[src/hw/rtl/blbx_pkg.sv]
// ----------------------------------------------------------------------------
// blbx_pkg - shared types and constants for the gray-level bounding box
// Register indexes, control and box structs, and gray-level constants.
// ----------------------------------------------------------------------------
package blbx_pkg;

  // Configuration register indexes
  typedef enum logic [1:0] {
    REG_TARGET_GRAY  = 2'd0,
    REG_FRAME_WIDTH  = 2'd1,
    REG_FRAME_HEIGHT = 2'd2
  } blbx_reg_t;

  localparam int CFG_IDX_W  = 2;
  localparam int CFG_DATA_W = 12;
  localparam int GRAY_W     = 8;
  localparam int BOX_W      = 12;

  // Divide-by-three of the channel sum: floor(s * 683 / 2048) is exact for s <= 765
  localparam int SUM_W       = 10;
  localparam int GRAY_RECIP  = 683;
  localparam int GRAY_SHIFT  = 11;
  localparam int RECIP_W     = 10;
  localparam int PROD_W      = SUM_W + RECIP_W;

  // Control from the top level to the tracker
  typedef struct packed {
    logic step;   // one pixel leaves the input register
    logic hit;    // its gray level equals the target
    logic rearm;  // frame size written, restart the frame
  } blbx_ctl_t;

  // Finished box, widened by one on every side
  typedef struct packed {
    logic [BOX_W-1:0] low_x;
    logic [BOX_W-1:0] low_y;
    logic [BOX_W-1:0] high_x;
    logic [BOX_W-1:0] high_y;
  } blbx_box_t;

endpackage

[src/hw/rtl/gray_level_bounding_box_core.sv]
// ----------------------------------------------------------------------------
// gray_level_bounding_box_core - bounding box of one gray level per frame
// Raster pixel stream in, one widened bounding box out per frame.
// ----------------------------------------------------------------------------
//
//  Channel  | Direction | Handshake            | Payload
//  ---------+-----------+----------------------+-----------------------------------
//  in_      | in        | in_valid / in_stall  | in_blue, in_green, in_red
//  out_     | out       | out_valid / out_stall| out_low_x, out_low_y, out_high_x,
//           |           |                      | out_high_y, out_box_gray
//  cfg_     | in        | cfg_valid / cfg_ready| cfg_index, cfg_data
//
//  One pixel per clock sustained while out_stall is low. A pixel transfer lands
//  in the input register; as it advances it is folded into the tracker and, on
//  the last pixel of a frame, the box is loaded into the output register, which
//  drives out_valid. While a box waits, one more pixel is taken into the input
//  register; in_stall rises only when a pixel is held in the input register
//  behind a stalled box. cfg_ready is always high. Reset (rst_n low,
//  synchronous) empties both registers and restores 640 x 480 frames and target
//  gray 0.
//
// ----------------------------------------------------------------------------
module gray_level_bounding_box_core #(
  parameter int MAX_WIDTH  = 2048,
  parameter int MAX_HEIGHT = 2048
) (
  input  logic                                clk,
  input  logic                                rst_n,
  // pixel input
  input  logic                                in_valid,
  output logic                                in_stall,
  input  logic [blbx_pkg::GRAY_W-1:0]         in_blue,
  input  logic [blbx_pkg::GRAY_W-1:0]         in_green,
  input  logic [blbx_pkg::GRAY_W-1:0]         in_red,
  // box output
  output logic                                out_valid,
  input  logic                                out_stall,
  output logic signed [blbx_pkg::BOX_W-1:0]   out_low_x,
  output logic signed [blbx_pkg::BOX_W-1:0]   out_low_y,
  output logic [blbx_pkg::BOX_W-1:0]          out_high_x,
  output logic [blbx_pkg::BOX_W-1:0]          out_high_y,
  output logic [blbx_pkg::GRAY_W-1:0]         out_box_gray,
  // configuration writes
  input  logic                                cfg_valid,
  output logic                                cfg_ready,
  input  logic [blbx_pkg::CFG_IDX_W-1:0]      cfg_index,
  input  logic [blbx_pkg::CFG_DATA_W-1:0]     cfg_data
);

  // Position counters hold 0..MAX-1, dimensions and minima hold up to MAX
  localparam int XP_W  = (MAX_WIDTH  > 1) ? $clog2(MAX_WIDTH)  : 1;
  localparam int YP_W  = (MAX_HEIGHT > 1) ? $clog2(MAX_HEIGHT) : 1;
  localparam int XD_W  = $clog2(MAX_WIDTH + 1);
  localparam int YD_W  = $clog2(MAX_HEIGHT + 1);
  localparam int XC_W  = (XD_W > blbx_pkg::CFG_DATA_W) ? XD_W : blbx_pkg::CFG_DATA_W;
  localparam int YC_W  = (YD_W > blbx_pkg::CFG_DATA_W) ? YD_W : blbx_pkg::CFG_DATA_W;
  localparam int RST_W = (640 > MAX_WIDTH)  ? MAX_WIDTH  : 640;
  localparam int RST_H = (480 > MAX_HEIGHT) ? MAX_HEIGHT : 480;

  // configuration registers
  logic [blbx_pkg::GRAY_W-1:0] target_gray_r, target_gray_nxt;
  logic [XD_W-1:0]             frame_width_r, frame_width_nxt;
  logic [YD_W-1:0]             frame_height_r, frame_height_nxt;
  logic [XD_W-1:0]             width_clamp;
  logic [YD_W-1:0]             height_clamp;
  logic                        cfg_wr;
  logic                        rearm;

  // input register
  logic                        pix_vld_r, pix_vld_nxt;
  logic [blbx_pkg::GRAY_W-1:0] gray_r;
  logic [blbx_pkg::GRAY_W-1:0] gray_in;
  logic                        in_xfer;
  logic                        adv;

  // output register
  logic                        out_vld_r, out_vld_nxt;
  blbx_pkg::blbx_box_t         box_r;
  logic [blbx_pkg::GRAY_W-1:0] box_gray_r;

  blbx_pkg::blbx_ctl_t         ctl;
  blbx_pkg::blbx_box_t         box;
  logic                        box_vld;

  // --------------------------------------------------------------------------
  // Configuration: frame sizes are clamped to 1..MAX; a size write restarts
  // the frame, a target write does not.
  // --------------------------------------------------------------------------
  assign cfg_ready = 1'b1;
  assign cfg_wr    = cfg_valid && cfg_ready;

  always_comb begin
    if (cfg_data == '0) begin
      width_clamp = XD_W'(1);
    end else if (XC_W'(cfg_data) > XC_W'(MAX_WIDTH)) begin
      width_clamp = XD_W'(MAX_WIDTH);
    end else begin
      width_clamp = XD_W'(cfg_data);
    end
    if (cfg_data == '0) begin
      height_clamp = YD_W'(1);
    end else if (YC_W'(cfg_data) > YC_W'(MAX_HEIGHT)) begin
      height_clamp = YD_W'(MAX_HEIGHT);
    end else begin
      height_clamp = YD_W'(cfg_data);
    end
  end

  always_comb begin
    target_gray_nxt  = target_gray_r;
    frame_width_nxt  = frame_width_r;
    frame_height_nxt = frame_height_r;
    rearm            = 1'b0;
    if (cfg_wr) begin
      case (cfg_index)
        blbx_pkg::REG_TARGET_GRAY: begin
          target_gray_nxt = cfg_data[blbx_pkg::GRAY_W-1:0];
        end
        blbx_pkg::REG_FRAME_WIDTH: begin
          frame_width_nxt = width_clamp;
          rearm           = 1'b1;
        end
        blbx_pkg::REG_FRAME_HEIGHT: begin
          frame_height_nxt = height_clamp;
          rearm            = 1'b1;
        end
        default: begin
          // unknown index: write dropped
        end
      endcase
    end
  end

  // --------------------------------------------------------------------------
  // Pixel path: gray level computed at the port, registered, then folded in.
  // The held pixel moves on whenever the output register is free or draining.
  // --------------------------------------------------------------------------
  blbx_gray u_gray (
    .blue  (in_blue),
    .green (in_green),
    .red   (in_red),
    .gray  (gray_in)
  );

  assign adv      = pix_vld_r && (!out_vld_r || !out_stall);
  assign in_stall = pix_vld_r && !adv;
  assign in_xfer  = in_valid && !in_stall;

  assign ctl.step  = adv;
  assign ctl.hit   = adv && (gray_r == target_gray_r);
  assign ctl.rearm = rearm;

  always_comb begin
    pix_vld_nxt = pix_vld_r;
    if (in_xfer) begin
      pix_vld_nxt = 1'b1;
    end else if (adv) begin
      pix_vld_nxt = 1'b0;
    end
  end

  blbx_track #(
    .XP_W  (XP_W),
    .XD_W  (XD_W),
    .YP_W  (YP_W),
    .YD_W  (YD_W),
    .RST_W (RST_W),
    .RST_H (RST_H)
  ) u_track (
    .clk          (clk),
    .rst_n        (rst_n),
    .ctl          (ctl),
    .frame_width  (frame_width_r),
    .frame_height (frame_height_r),
    .width_nxt    (frame_width_nxt),
    .height_nxt   (frame_height_nxt),
    .box          (box),
    .box_vld      (box_vld)
  );

  // --------------------------------------------------------------------------
  // Output register: loaded with the closed box, held until its transfer.
  // --------------------------------------------------------------------------
  always_comb begin
    out_vld_nxt = out_vld_r;
    if (box_vld) begin
      out_vld_nxt = 1'b1;
    end else if (out_vld_r && !out_stall) begin
      out_vld_nxt = 1'b0;
    end
  end

  always_ff @(posedge clk) begin
    if (!rst_n) begin
      target_gray_r  <= '0;
      frame_width_r  <= XD_W'(RST_W);
      frame_height_r <= YD_W'(RST_H);
      pix_vld_r      <= 1'b0;
      out_vld_r      <= 1'b0;
    end else begin
      target_gray_r  <= target_gray_nxt;
      frame_width_r  <= frame_width_nxt;
      frame_height_r <= frame_height_nxt;
      pix_vld_r      <= pix_vld_nxt;
      out_vld_r      <= out_vld_nxt;
    end
  end

  always_ff @(posedge clk) begin
    if (in_xfer) begin
      gray_r <= gray_in;
    end
    if (box_vld) begin
      box_r      <= box;
      box_gray_r <= target_gray_r;
    end
  end

  assign out_valid    = out_vld_r;
  assign out_low_x    = $signed(box_r.low_x);
  assign out_low_y    = $signed(box_r.low_y);
  assign out_high_x   = box_r.high_x;
  assign out_high_y   = box_r.high_y;
  assign out_box_gray = box_gray_r;

`ifndef SYNTHESIS
  // a box is only closed when the output register can take it
  a_box_slot_free: assert property (@(posedge clk) disable iff (!rst_n)
    box_vld |-> (!out_vld_r || !out_stall))
    else $error("box closed while output register still held a stalled box");

  // a closed box shows up on the output the next cycle
  a_box_presented: assert property (@(posedge clk) disable iff (!rst_n)
    box_vld |=> out_valid)
    else $error("closed box not presented on the output");

  // the input only backs up behind a stalled box
  a_stall_cause: assert property (@(posedge clk) disable iff (!rst_n)
    in_stall |-> (out_valid && out_stall && pix_vld_r))
    else $error("input stalled without a stalled box downstream");
`endif

endmodule

[src/hw/rtl/blbx_gray.sv]
// ----------------------------------------------------------------------------
// blbx_gray - gray level of one pixel
// Truncated mean of the three channel bytes, by reciprocal multiply.
// ----------------------------------------------------------------------------
module blbx_gray (
  input  logic [blbx_pkg::GRAY_W-1:0] blue,
  input  logic [blbx_pkg::GRAY_W-1:0] green,
  input  logic [blbx_pkg::GRAY_W-1:0] red,
  output logic [blbx_pkg::GRAY_W-1:0] gray
);

  logic [blbx_pkg::SUM_W-1:0]  sum;
  logic [blbx_pkg::PROD_W-1:0] prod;

  assign sum  = blbx_pkg::SUM_W'(blue) + blbx_pkg::SUM_W'(green) + blbx_pkg::SUM_W'(red);
  assign prod = blbx_pkg::PROD_W'(sum) *
                blbx_pkg::PROD_W'(blbx_pkg::GRAY_RECIP);
  // sum / 3 never exceeds 255
  assign gray = prod[blbx_pkg::GRAY_SHIFT +: blbx_pkg::GRAY_W];

endmodule

[src/hw/rtl/blbx_track.sv]
// ----------------------------------------------------------------------------
// blbx_track - raster position and bounding box tracker
// Counts column and row, folds matching pixels into min/max, closes the box.
// ----------------------------------------------------------------------------
module blbx_track #(
  parameter int XP_W  = 11,
  parameter int XD_W  = 12,
  parameter int YP_W  = 11,
  parameter int YD_W  = 12,
  parameter int RST_W = 640,
  parameter int RST_H = 480
) (
  input  logic                 clk,
  input  logic                 rst_n,
  input  blbx_pkg::blbx_ctl_t  ctl,
  input  logic [XD_W-1:0]      frame_width,
  input  logic [YD_W-1:0]      frame_height,
  input  logic [XD_W-1:0]      width_nxt,
  input  logic [YD_W-1:0]      height_nxt,
  output blbx_pkg::blbx_box_t  box,
  output logic                 box_vld
);

  localparam int XE_W = (XD_W > blbx_pkg::BOX_W) ? XD_W : blbx_pkg::BOX_W;
  localparam int YE_W = (YD_W > blbx_pkg::BOX_W) ? YD_W : blbx_pkg::BOX_W;

  logic [XP_W-1:0] col_pos_r, col_pos_nxt;
  logic [YP_W-1:0] row_pos_r, row_pos_nxt;
  logic [XD_W-1:0] col_min_r, col_min_nxt;
  logic [YD_W-1:0] row_min_r, row_min_nxt;
  logic [XP_W-1:0] col_max_r, col_max_nxt;
  logic [YP_W-1:0] row_max_r, row_max_nxt;

  logic [XD_W-1:0] u_col_min;
  logic [YD_W-1:0] u_row_min;
  logic [XP_W-1:0] u_col_max;
  logic [YP_W-1:0] u_row_max;
  logic            last_col;
  logic            last_row;
  logic [XE_W-1:0] low_x_ext, high_x_ext;
  logic [YE_W-1:0] low_y_ext, high_y_ext;

  // min/max with the current pixel folded in
  always_comb begin
    u_col_min = col_min_r;
    u_row_min = row_min_r;
    u_col_max = col_max_r;
    u_row_max = row_max_r;
    if (ctl.hit) begin
      if (XD_W'(col_pos_r) < col_min_r) u_col_min = XD_W'(col_pos_r);
      if (YD_W'(row_pos_r) < row_min_r) u_row_min = YD_W'(row_pos_r);
      if (col_pos_r > col_max_r) u_col_max = col_pos_r;
      if (row_pos_r > row_max_r) u_row_max = row_pos_r;
    end
  end

  assign last_col = ((XD_W+1)'(col_pos_r) + (XD_W+1)'(1)) >= (XD_W+1)'(frame_width);
  assign last_row = ((YD_W+1)'(row_pos_r) + (YD_W+1)'(1)) >= (YD_W+1)'(frame_height);
  assign box_vld  = ctl.step && last_col && last_row;

  assign low_x_ext  = XE_W'(u_col_min) - XE_W'(1);
  assign low_y_ext  = YE_W'(u_row_min) - YE_W'(1);
  assign high_x_ext = XE_W'(u_col_max) + XE_W'(1);
  assign high_y_ext = YE_W'(u_row_max) + YE_W'(1);

  assign box.low_x  = low_x_ext[blbx_pkg::BOX_W-1:0];
  assign box.low_y  = low_y_ext[blbx_pkg::BOX_W-1:0];
  assign box.high_x = high_x_ext[blbx_pkg::BOX_W-1:0];
  assign box.high_y = high_y_ext[blbx_pkg::BOX_W-1:0];

  always_comb begin
    col_pos_nxt = col_pos_r;
    row_pos_nxt = row_pos_r;
    col_min_nxt = col_min_r;
    row_min_nxt = row_min_r;
    col_max_nxt = col_max_r;
    row_max_nxt = row_max_r;
    if (ctl.rearm) begin
      col_pos_nxt = '0;
      row_pos_nxt = '0;
      col_min_nxt = width_nxt;
      row_min_nxt = height_nxt;
      col_max_nxt = '0;
      row_max_nxt = '0;
    end else if (ctl.step) begin
      if (last_col && last_row) begin
        col_pos_nxt = '0;
        row_pos_nxt = '0;
        col_min_nxt = frame_width;
        row_min_nxt = frame_height;
        col_max_nxt = '0;
        row_max_nxt = '0;
      end else begin
        col_min_nxt = u_col_min;
        row_min_nxt = u_row_min;
        col_max_nxt = u_col_max;
        row_max_nxt = u_row_max;
        if (last_col) begin
          col_pos_nxt = '0;
          row_pos_nxt = row_pos_r + YP_W'(1);
        end else begin
          col_pos_nxt = col_pos_r + XP_W'(1);
        end
      end
    end
  end

  always_ff @(posedge clk) begin
    if (!rst_n) begin
      col_pos_r <= '0;
      row_pos_r <= '0;
      col_min_r <= XD_W'(RST_W);
      row_min_r <= YD_W'(RST_H);
      col_max_r <= '0;
      row_max_r <= '0;
    end else begin
      col_pos_r <= col_pos_nxt;
      row_pos_r <= row_pos_nxt;
      col_min_r <= col_min_nxt;
      row_min_r <= row_min_nxt;
      col_max_r <= col_max_nxt;
      row_max_r <= row_max_nxt;
    end
  end

endmodule
[config.mk]
export PLATFORM = sky130hd
export DESIGN_NAME = gray_level_bounding_box_core
export DESIGN_NICKNAME = d
export VERILOG_FILES = /design/src/hw/rtl/blbx_pkg.sv /design/src/hw/rtl/gray_level_bounding_box_core.sv /design/src/hw/rtl/blbx_gray.sv /design/src/hw/rtl/blbx_track.sv
export SDC_FILE = /design/constraint.sdc
export NUM_CORES = 1
export LEC_CHECK = 0
export BUFFER_PORTS_ARGS = -buffer_cell sky130_fd_sc_hd__clkbuf_2
export CAP_MARGIN = 15
export CORE_UTILIZATION = 66
export CTS_CLUSTER_SIZE = 25
export DETAILED_ROUTE_END_ITERATION = 16
export GPL_TIMING_DRIVEN = 0
export PLACE_DENSITY = 0.87
export SYNTH_ARGS = -nofsm -noshare
export SYNTH_HDL_FRONTEND = slang
export SYNTH_SLANG_ARGS = --single-unit
[constraint.sdc]
create_clock -name clk -period 11.1 [get_ports clk]
set_input_delay 1.665 -clock clk [delete_from_list [all_inputs] [get_ports clk]]
set_output_delay 1.665 -clock clk [all_outputs]
set_load 0.005 [all_outputs]
==> metrics.md <==
| Metric | Value |
|---|---|
| Max_slew headroom | `46.4%` |
| Final wirelength | `around 33 mm` |
| Crit path max-delay family | `adder cells` |
| Die height | `138 um` |
| Dominant synthesized flop cell | `dfxtp_1` |
| Chip width | `between 100 and 150 um` |
| Largest cells by area after synthesis | `dfxtp_1, edfxtp_1, ha_1` |
| Crit-path max FO | `6` |
| Startpoint types | `input pin` |
| Fin crit period | `8.39 ns` |
| GRT Residual Overflow | `0` |
| Inserted Clock Buffers | `17` |
| Post_cts resized | `0` |
| Share of the synthesized area in the top cell type | `16.8%` |
| Site row count | `between 40 and 50` |
| Reg2reg path depth | `15` |
| Wirelength per Cell | `18.8 um` |
| Final worst path period share | `between 70% and 80%` |
| R2R Path End | `u_track.col_min_r[10]` |
| Iter 0 DRT Violations | `1261` |
| Crit. path cell count | `32` |
| Area Overhead vs Synth | `11.3%` |
| Synth Area per Inst | `8.82 um^2` |
| Met3 GRT Util | `a little under 6%` |
| Hold depth | `0` |
| # Post-CTS Setup Buffers | `0` |
| EDFF count, synth | `64` |
| Most frequent CP cell | `inv_1` |
| Most frequent cell after synthesis | `ha_1` |
| Gpl congestion | `0.945` |
| Clock-pin slew on the worst setup and hold paths | `0.07 ns` |
| Top post-synthesis cells by count | `ha_1, inv_1, nor2_1` |
| Top Usage Layer GRT | `met2` |
| Pwr Density | `255 nW/um^2` |
| Antenna violations before repair | `0` |
| Syn_nets | `between 1500 and 2000` |
| Total Routing Usage GR | `35.7%` |
| Root buffer selected by CTS | `clkbuf_16` |
| Max stage delay cell, worst path | `xnor2_1` |
| Worst vdd ir | `0.00117 V` |
| Clock sink count | `166` |
| N_diodes | `0` |
| Htree depth | `4` |
| Final Power | `3.45 mW` |
| Hold EP | `out_box_gray[1]` |
| Post-route design area | `13500 um^2` |
| Hold_buf cts | `0` |
| Cells after Synth | `1377` |
| LEAKAGE | `5.95 nW` |
| Reg2reg start | `u_track.col_pos_r[3]` |
| Total negative setup slack | `0 ns` |
| Sequential share of the synthesized area | `between 30% and 40%` |
| Hold path start | `target_gray_r[1]` |
| Slew Viols, Final | `0` |
| First-pass GRT wire length | `51.9 mm` |
| Yosys top cell by area | `dfxtp_1` |
| #FFs+latches synth | `166` |
| Worst-margin pin slew | `about 0.8 ns` |
| Warning count from the yosys run | `0` |
| M2 GR Usage | `59.4%` |
| Share of cells above drive strength 1 | `10.2%` |
| Vias per inst | `about 6.3` |
| Io pins | `between 100 and 150` |
| Placed Area | `13000 um^2` |
| Maximum number of pins on one net before global-route repair | `38` |
| Initial Util | `between 60% and 70%` |
| Hold Path Class | `flop to flop` |
| Drt first pass iters | `8` |
| Outcome | `finished, final reports clean` |
| Req. time, crit path | `11.29 ns` |
| Worst Setup End Kind | `flop` |
| Full die area | `19000 um^2` |
| CTS tree | `built` |
| Worst skew pair latency | `0.45 ns` |
| RSZ-0062 raised after global routing | `no` |
| Routed Antenna Nets | `0` |
| Clock tree buffer depth | `2` |
| Vias in the first global route | `10500` |
| Via Count | `10900` |
| Final Hold Fails | `0` |
| Final HPWL DP | `approximately 25 mm` |
| Residual DRC count | `0` |
| IO buf count | `99` |
| Max Clock Freq | `119 MHz` |
| Crit path DAT | `8.58 ns` |
| Synthesized area | `between 10000 and 15000 um^2` |
| Number of max-cap violations | `0` |
| Max Clock Skew | `0.0132 ns` |
| CP Class | `input pin to flop` |
| Core area | `18000 um^2` |
| R2R Setup Slk | `6.25 ns` |
| CP peak stage delay | `roughly 0.58 ns` |
| Nets | `between 1500 and 2000` |
| Unique masters post-synth | `69` |
| Synth async-reset ratio | `0%` |
| M1 GR Usage | `a little under half` |
| Setup-failing EPs final | `0` |
| CP bufs+invs | `6` |
## flip-flops by register name, summed over array words and instances (netlist names), 11 cells and up
register	flops
out_low_x	12
u_track.row_pos_r	11
frame_width_r	12
u_track.row_min_r	12
out_high_y	12
u_track.col_pos_r	11
frame_height_r	12
u_track.col_min_r	12
out_low_y	12
u_track.col_max_r	11
out_high_x	12
u_track.row_max_r	11
## through the flow
step / hold WS [ns] / setup WS (ns) / utilization, % / instances
floorplan: 0.450 / 3.18 / - / 1377
global placement: 0.481 / 2.55 / 71.7 / 1705
detailed placement: 0.468 / 2.33 / 71.9 / 1706
CTS: 0.495 / 2.74 / 75.1 / 1738
global route: 0.516 / 2.20 / 75.1 / 1738
finish: 0.495 / 2.71 / 75.1 / 1738
## worst reg2reg max path: stages (launching register included)
cell	delay (ns)
dfxtp_1	0.42
clkbuf_1	0.50
nand3_1	0.19
nor2_1	0.26
and3_1	0.30
and3_1	0.26
xor2_1	0.32
ha_1	0.29
and3_1	0.18
a221oi_1	0.27
o21ai_1	0.30
and2_1	0.23
buf_2	0.19
nor3_2	0.64
o211a_1	0.28
a2111oi_1	0.06
## cell families after synthesis
| family | synth area share (%) |
|---|---|
| other | 0.0309 |
| and+or+nand+nor | 17.3 |
| xor gates and xnor gates | 8.22 |
| DFF | 32.6 |
| muxes | 1.96 |
| AOI/OAI and AO/OA | 14.9 |
| adders and majority gates | 18.6 |
| buffers and inverters | 6.39 |
## layout make-up
type                    instances  area, um^2
well taps                     229         287
plain buffers                  70         277
clock buffers                  23         458
clock inverters                 9         119
inverters                     133         499
repair buffers                100         515
flip-flops and latches        166        3960
fillers                      1291        4500
multi-input cells            1008        7410
## where the power goes
part	switching (mW)	internal (mW)
combinational	1.14	0.930
clock	0.261	0.342
sequential	0.0212	0.758
total	1.42	2.03
## routing by layer
layer	part of all wire, %	up-vias
met1	40	5033
li1	-	5079
met2	48	656
met5	0	-
met3	9.7	113
met4	2.9	0
## worst max-delay path by stage
stage	start	endpoint	slack, ns
4_1_cts	in_blue[0]	gray_r[7]	2.74
3_5_place_dp	in_blue[0]	gray_r[7]	2.33
2_1_floorplan	in_blue[0]	gray_r[7]	3.18
6_report	in_blue[0]	gray_r[7]	2.71
3_3_place_gp	in_blue[0]	gray_r[7]	2.55
5_1_grt	in_blue[0]	gray_r[7]	2.20
## layout by cell type (no fill, tap or decap), types with 7 or more instances in the layout
master,count
a211oi_1,19
a31oi_1,9
clkbuf_1,63
edfxtp_1,64
a22o_1,15
nand3b_1,10
a21oi_1,109
clkbuf_2,99
xor2_1,38
fa_1,20
mux2i_1,17
nand2b_1,8
o211ai_1,7
ha_1,149
and3_1,18
nor3b_1,10
a21o_1,22
clkbuf_16,17
nor3_1,31
nand3_1,52
nor4_1,16
nor2b_1,18
xnor2_1,76
nand4_1,12
o21ai_0,56
nor2_1,115
nand2_1,80
and2_1,17
dfxtp_1,102
inv_1,132
No activity file was read; power rests on OpenSTA's default activity.
